$ cat src/rtl/core/qscp_pkg.sv
// Shared types, widths and helpers for the quad shadow coordinate projector.
// No dependencies; every other file of the block imports this package.
`timescale 1ns / 1ps
`default_nettype none

package qscp_pkg;

  // Fixed field widths
  localparam int CoordW = 32;
  localparam int NormW  = 18;
  localparam int CfgIdxW = 2;

  // Shared multiplier and accumulator
  localparam int MulAW = 34;
  localparam int MulBW = 32;
  localparam int ProdW = MulAW + MulBW;
  localparam int AccW  = 67;

  // Square root and length
  localparam int SqW  = 64;
  localparam int LenW = 32;

  // Sequencer step counter
  localparam int StepW = 4;

  // Configuration register indexes
  localparam logic [CfgIdxW-1:0] CFG_BALL_X = 2'd0;
  localparam logic [CfgIdxW-1:0] CFG_BALL_Y = 2'd1;
  localparam logic [CfgIdxW-1:0] CFG_BALL_Z = 2'd2;

  // Coefficient sets of the projection
  localparam logic [1:0] SET_U = 2'd0;
  localparam logic [1:0] SET_V = 2'd1;
  localparam logic [1:0] SET_N = 2'd2;

  typedef enum logic [3:0] {
    OP_NONE,
    OP_LATCH,
    OP_EDGE,
    OP_MAG,
    OP_SHIFT,
    OP_SQRT_START,
    OP_SQRT_STEP,
    OP_DIV_START,
    OP_DIV_STEP,
    OP_STORE,
    OP_EMIT
  } dp_op_e;

  typedef enum logic [1:0] {
    SEQ_SQ,
    SEQ_CROSS,
    SEQ_DOT
  } seq_e;

  typedef enum logic [3:0] {
    ST_IDLE,
    ST_DECIDE,
    ST_EDGE,
    ST_MAG,
    ST_SHIFT,
    ST_SQ,
    ST_SQRT,
    ST_SQRT_RUN,
    ST_DIV,
    ST_DIV_RUN,
    ST_STORE,
    ST_CROSS,
    ST_PROJ,
    ST_EMIT
  } ctrl_state_e;

  typedef struct packed {
    dp_op_e           op;
    seq_e             seq;
    logic             mul_en;
    logic [StepW-1:0] mul_j;
    logic             acc_en;
    logic [StepW-1:0] acc_j;
    logic [1:0]       comp;
    logic             tgt_v;
    logic             proj_cur;
    logic [1:0]       corner;
    logic             last;
  } dp_cmd_t;

  typedef struct packed {
    logic last;
    logic shift_done;
    logic sqrt_done;
    logic div_done;
    logic out_free;
  } dp_status_t;

  // (a + b) mod 3 for component indexes
  function automatic logic [1:0] mod3_add(input logic [1:0] a, input logic [1:0] b);
    logic [2:0] s;
    s = {1'b0, a} + {1'b0, b};
    return (s >= 3'd3) ? 2'(s - 3'd3) : s[1:0];
  endfunction

  // Dot sequence step -> coefficient set
  function automatic logic [1:0] dot_set(input logic [StepW-1:0] j);
    logic [1:0] r;
    case (j)
      4'd0, 4'd1, 4'd2: r = SET_U;
      4'd3, 4'd4, 4'd5: r = SET_V;
      default:          r = SET_N;
    endcase
    return r;
  endfunction

  // Dot sequence step -> vector component
  function automatic logic [1:0] dot_comp(input logic [StepW-1:0] j);
    logic [StepW-1:0] r;
    r = j - StepW'(dot_set(j)) * StepW'(3);
    return r[1:0];
  endfunction

endpackage

`default_nettype wire

$ cat src/rtl/core/qscp_ctrl.sv
// Controller: sequences vertex capture, frame build, projection and emit.
// Drives the datapath through dp_cmd_t and reads dp_status_t (qscp_pkg).
`timescale 1ns / 1ps
`default_nettype none

module qscp_ctrl import qscp_pkg::*; (
  input  logic       clk_i,
  input  logic       rst_ni,
  input  logic       vtx_valid_i,
  output logic       vtx_ready_o,
  input  dp_status_t status_i,
  output dp_cmd_t    cmd_o
);

  ctrl_state_e      state_q, state_d;
  logic [1:0]       corner_q, corner_d;
  logic [1:0]       k_q, k_d;
  logic [StepW-1:0] step_q, step_d;
  logic             tgt_v_q, tgt_v_d;
  logic             cur_q, cur_d;

  always_ff @(posedge clk_i or negedge rst_ni) begin
    if (!rst_ni) begin
      state_q  <= ST_IDLE;
      corner_q <= '0;
      k_q      <= '0;
      step_q   <= '0;
      tgt_v_q  <= 1'b0;
      cur_q    <= 1'b0;
    end else begin
      state_q  <= state_d;
      corner_q <= corner_d;
      k_q      <= k_d;
      step_q   <= step_d;
      tgt_v_q  <= tgt_v_d;
      cur_q    <= cur_d;
    end
  end

  // Next state and datapath commands
  always_comb begin
    state_d  = state_q;
    corner_d = corner_q;
    k_d      = k_q;
    step_d   = step_q;
    tgt_v_d  = tgt_v_q;
    cur_d    = cur_q;

    vtx_ready_o    = 1'b0;
    cmd_o          = '0;
    cmd_o.op       = OP_NONE;
    cmd_o.seq      = SEQ_SQ;
    cmd_o.mul_j    = step_q;
    cmd_o.acc_j    = step_q - 1'b1;
    cmd_o.comp     = k_q;
    cmd_o.tgt_v    = tgt_v_q;
    cmd_o.proj_cur = cur_q;
    cmd_o.corner   = corner_q;

    unique case (state_q)
      ST_IDLE: begin
        vtx_ready_o = 1'b1;
        if (vtx_valid_i) begin
          cmd_o.op = OP_LATCH;
          state_d  = ST_DECIDE;
        end
      end
      ST_DECIDE: begin
        if (corner_q == 2'd0 && !status_i.last) begin
          corner_d = 2'd1;
          state_d  = ST_IDLE;
        end else if (corner_q == 2'd0 || corner_q == 2'd1) begin
          tgt_v_d = 1'b0;
          state_d = ST_EDGE;
        end else begin
          cur_d   = 1'b1;
          step_d  = '0;
          state_d = ST_PROJ;
        end
      end
      ST_EDGE: begin
        cmd_o.op = OP_EDGE;
        state_d  = ST_MAG;
      end
      ST_MAG: begin
        cmd_o.op = OP_MAG;
        state_d  = ST_SHIFT;
      end
      ST_SHIFT: begin
        if (status_i.shift_done) begin
          step_d  = '0;
          state_d = ST_SQ;
        end else begin
          cmd_o.op = OP_SHIFT;
        end
      end
      // sum of squares: three products, each accumulated in the next cycle
      ST_SQ: begin
        cmd_o.seq    = SEQ_SQ;
        cmd_o.mul_en = (step_q < StepW'(3));
        cmd_o.acc_en = (step_q != '0);
        if (step_q == StepW'(3)) begin
          state_d = ST_SQRT;
        end else begin
          step_d = step_q + 1'b1;
        end
      end
      ST_SQRT: begin
        cmd_o.op = OP_SQRT_START;
        k_d      = '0;
        state_d  = ST_SQRT_RUN;
      end
      ST_SQRT_RUN: begin
        if (status_i.sqrt_done) begin
          state_d = ST_DIV;
        end else begin
          cmd_o.op = OP_SQRT_STEP;
        end
      end
      ST_DIV: begin
        cmd_o.op = OP_DIV_START;
        state_d  = ST_DIV_RUN;
      end
      ST_DIV_RUN: begin
        if (status_i.div_done) begin
          state_d = ST_STORE;
        end else begin
          cmd_o.op = OP_DIV_STEP;
        end
      end
      ST_STORE: begin
        cmd_o.op = OP_STORE;
        if (k_q == 2'd2) begin
          step_d = '0;
          if (!tgt_v_q) begin
            tgt_v_d = 1'b1;
            state_d = ST_CROSS;
          end else begin
            cur_d   = 1'b0;
            state_d = ST_PROJ;
          end
        end else begin
          k_d     = k_q + 1'b1;
          state_d = ST_DIV;
        end
      end
      // u x n, two products per component
      ST_CROSS: begin
        cmd_o.seq    = SEQ_CROSS;
        cmd_o.mul_en = (step_q < StepW'(6));
        cmd_o.acc_en = (step_q != '0);
        if (step_q == StepW'(6)) begin
          state_d = ST_MAG;
        end else begin
          step_d = step_q + 1'b1;
        end
      end
      // three dot products of three terms each
      ST_PROJ: begin
        cmd_o.seq    = SEQ_DOT;
        cmd_o.mul_en = (step_q < StepW'(9));
        cmd_o.acc_en = (step_q != '0);
        if (step_q == StepW'(9)) begin
          state_d = ST_EMIT;
        end else begin
          step_d = step_q + 1'b1;
        end
      end
      ST_EMIT: begin
        if (status_i.out_free) begin
          cmd_o.op = OP_EMIT;
          if (!cur_q) begin
            // first corner's result, held back until the frame exists
            cmd_o.corner = 2'd0;
            cmd_o.last   = (corner_q == 2'd0);
            if (corner_q == 2'd0) begin
              state_d = ST_IDLE;
            end else begin
              cur_d   = 1'b1;
              step_d  = '0;
              state_d = ST_PROJ;
            end
          end else begin
            cmd_o.corner = corner_q;
            cmd_o.last   = status_i.last;
            corner_d     = status_i.last ? 2'd0 : corner_q + 1'b1;
            state_d      = ST_IDLE;
          end
        end
      end
      default: state_d = ST_IDLE;
    endcase
  end

endmodule

`default_nettype wire

$ cat config.mk
export PLATFORM = sky130hd
export DESIGN_NAME = qscp_ctrl
export DESIGN_NICKNAME = d
export VERILOG_FILES = /design/src/rtl/core/qscp_pkg.sv /design/src/rtl/core/qscp_ctrl.sv
export SDC_FILE = /design/constraint.sdc
export NUM_CORES = 1
export LEC_CHECK = 0
export BUFFER_PORTS_ARGS = -buffer_cell sky130_fd_sc_hd__buf_4
export CAP_MARGIN = 20
export CORE_MARGIN = 2
export CORE_UTILIZATION = 57
export CTS_BUF_LIST = sky130_fd_sc_hd__clkbuf_4
export DETAILED_ROUTE_END_ITERATION = 6
export PLACE_DENSITY = 0.95
export SYNTH_ARGS = -nofsm -noshare
export SYNTH_HDL_FRONTEND = slang
export SYNTH_SLANG_ARGS = --single-unit
$ cat constraint.sdc
create_clock -name clk_i -period 2.75 [get_ports clk_i]
set_clock_uncertainty 0.05 [all_clocks]
set_input_delay 0.1375 -clock clk_i [delete_from_list [all_inputs] [get_ports clk_i]]
set_output_delay 0.1375 -clock clk_i [all_outputs]
set_load 0.03 [all_outputs]
==> run metrics <==
synthesis-to-finish area growth=14.9%; worst-path fanout max=26; Fmax=roughly 440 MHz; clock tree buffer depth=2; Pre-antenna DRT Iters=4; worst setup path class=reg2out; CTS tree=done; RSZ-0062 raised after global routing=false; Final Cycle Share=roughly 83%; Synth Instances=around 190; Slew Viols, Final=0; area leader, netlist=dfrtp_1; Fin. Hold Viols=0; Worst Setup SP=state_q[0]$_DFFE_PN0P_; die height=56.2 um; final setup vio count=0; PostCTS Resize Cnt=0; total length of routed wires=3660 um; CTS buffer count=3; Synth Net Count=208; Vias/cell=6.18; DR iter-0 viols=63; Largest stage delay, worst path=830 ps; post-route setup slack=477 ps; # clock sinks=14; post-route ant nets=0; worst hold start=status_i[4]; total I/O pin count=32; CTS H-tree depth=1; worst r2r src=state_q[3]$_DFFE_PN0P_; register area share after synthesis=22.5%; Slowest cell on crit path=dfrtp_1; worst path required time=around 2600 ps; Cell Area, Synth=about 0.0016 sq mm; pwr dens=~1200 mW/mm^2; count leader, synth=nor2_1; Yosys top cell area share=22.5%; Tmin final=2270 ps; Final nets=232; asr flop ratio synth=100%; Layout Utilization=70.8%; Cell Count, Final, Fillers Out=244; Clock transition at path regs=90 ps; clk root buf=clkbuf_4; Crit. End Element=output port; WP data arrival=2090 ps; DP Cell Count=239; drt drc=0; largest net degree at the start of global routing=28; Max VDD drop=between 0.0007 and 0.0008 V; gr ovfl total=0; vias in the first global route=1,378; Slew @ Worst Pin=744 ps; status=finished clean; share of cells above drive strength 1=22.0%; Ant. Diodes=0; dominant synthesized flop cell=dfrtp_1; Final HPWL DP=2630 um; Setup crit start kind=register; total of max-cap violations=0; wire length per cell=15.0 um; Final Wtd Congestion=between 0.9 and 1; number of synthesized register bits=14; Synth top cells by count=17 x nor2_1, 14 x dfrtp_1, 14 x nand2_1, 14 x o21ai_0, 11 x inv_1; Post-synth EDFFs=0; average size of a mapped cell=8.14 sq um; Slew HR=between 50% and 60%; Netlist cell types=60; Setup WS pre-CTS=577 ps; Worst Hold Class=in2reg; synth warn=0; row cnt=18; DR vias=1,507; global-route wire length before repair=roughly 6300 um; top post-synthesis cells by area=dfrtp_1 23%, ha_1 7.2%, o21ai_0 4.5%, nor2_1 4.1%, nand2_1 3.4%; GRT Total Usage=about 24%; cells along the critical path=or2b_1 > nor2_1 > nand2_1 > nor2_1 > nor2_1 > buf_4; insertion delay to the later sink of the worst-skew pair=between 200 and 300 ps; port bufs=31; Die ar.=0.00316 sq mm; effective utilization at floorplan=61.6%; Setup TNS Final=0 ps; Core Area=approximately 0.0025 sq mm; initial antenna violation count=0; die width=roughly 56 um; Leakage Power=between 0.7 and 0.8 nW; crit-path most repeated cell=nor2_1
==> final cells by class <==
type	count	area [sq um]
Clock buffer	3	22.5
Timing Repair Buffer	33	250
Clock inverter	1	3.75
Fill cell	210	737
Tap cell	30	37.5
Inverter	11	41.3
Sequential cell	14	350
Multi-Input combinational cell	152	1080
==> path summary, 6_finish.rpt <==
check,cells after the start,to,slack (ps)
setup / recovery,6,cmd_o[2],480
hold / removal,3,corner_q[1]$_DFFE_PN0P_,110
setup reg to reg,5,step_q[0]$_DFFE_PN0P_,540
hold reg to reg,2,corner_q[1]$_DFFE_PN0P_,460
max in group asynchronous,2,corner_q[0]$_DFFE_PN0P_,2310
min in group asynchronous,2,tgt_v_q$_DFFE_PN0P_,180
==> metal layers <==
layer	up-vias	global-route usage [%]	routed length, um
li1	740	-	-
met1	687	34.8	1660
met2	70	36.5	1660
met3	10	2.79	244
met4	0	11.6	99
met5	-	0	0
==> power breakdown <==
group | total, W | switching [W] | internal (W)
logic | 0.00154 | 0.000917 | 0.000623
registers | 0.000476 | 0.000199 | 0.000277
clock network | 0.000125 | 0.0000720 | 0.0000528
total | 0.00214 | 0.00119 | 0.000952
==> state kept, by name, summed over array words and instances (netlist names) <==
name      count
state_q       4
corner_q      2
cur_q         1
tgt_v_q       1
step_q        4
k_q           2
==> repair_timing <==
action | 4_1_cts | 5_1_grt
setup buffers | 0 | 0
hold buffers | 1 | 0
hold endpoints to repair | 14 | 0
==> cell usage in the layout, fill, tap and decap left out, drive strengths merged, types with 2 or more instances in the layout <==
| cell | netlist | layout |
|---|---|---|
| buf | 10 | 32 |
| o21ai | 18 | 18 |
| nor2 | 17 | 17 |
| nand2 | 14 | 14 |
| dfrtp | 14 | 14 |
| inv | 11 | 11 |
| a21oi | 11 | 11 |
| ha | 9 | 9 |
| nor2b | 7 | 7 |
| nand2b | 5 | 5 |
| o31ai | 5 | 5 |
| nand3 | 5 | 5 |
| a22oi | 5 | 5 |
| nor3 | 3 | 3 |
| o22ai | 3 | 3 |
| nand3b | 3 | 3 |
| clkbuf | 4 | 3 |
| or2 | 3 | 3 |
| nand4 | 3 | 3 |
| o211ai | 3 | 3 |
| or4 | 2 | 2 |
| xnor2 | 2 | 2 |
| xor2 | 2 | 2 |
| mux2i | 2 | 2 |
| and3 | 2 | 2 |
| and4b | 2 | 2 |
| o32a | 2 | 2 |
| nor3b | 2 | 2 |
| and2b | 2 | 2 |
| o41ai | 2 | 2 |
==> cell families (layout without fill, tap and decap cells) <==
group	Yosys count	count (layout)	share of synthesized area (%)
buffers and inverters	25	48	7.97
and+or+nand+nor	78	78	31.0
xor gates and xnor gates	4	4	2.25
DFF	14	14	22.5
adders and majority gates	9	9	7.25
AOI/OAI and AO/OA	58	58	27.0
muxes	3	3	2.01
==> worst max-delay path, delay by kind of cell (launching register included) <==
kind	cells	cell delay, ps
flops	1	830
buf+inv	1	160
simple gates	5	810
==> stage by stage <==
| stage | hold slack (ps) | area [sq um] | total power [W] |
|---|---|---|---|
| finish | 107 | 1790 | 0.00214 |
| global route | 141 | 1790 | 0.00231 |
| CTS | 101 | 1790 | 0.00213 |
| detailed placement | -48.3 | 1750 | 0.00200 |
| global placement | -50.1 | 1750 | 0.00196 |
| floorplan | -208 | 1550 | 0.00163 |
Power figures use the tool's default switching activity.
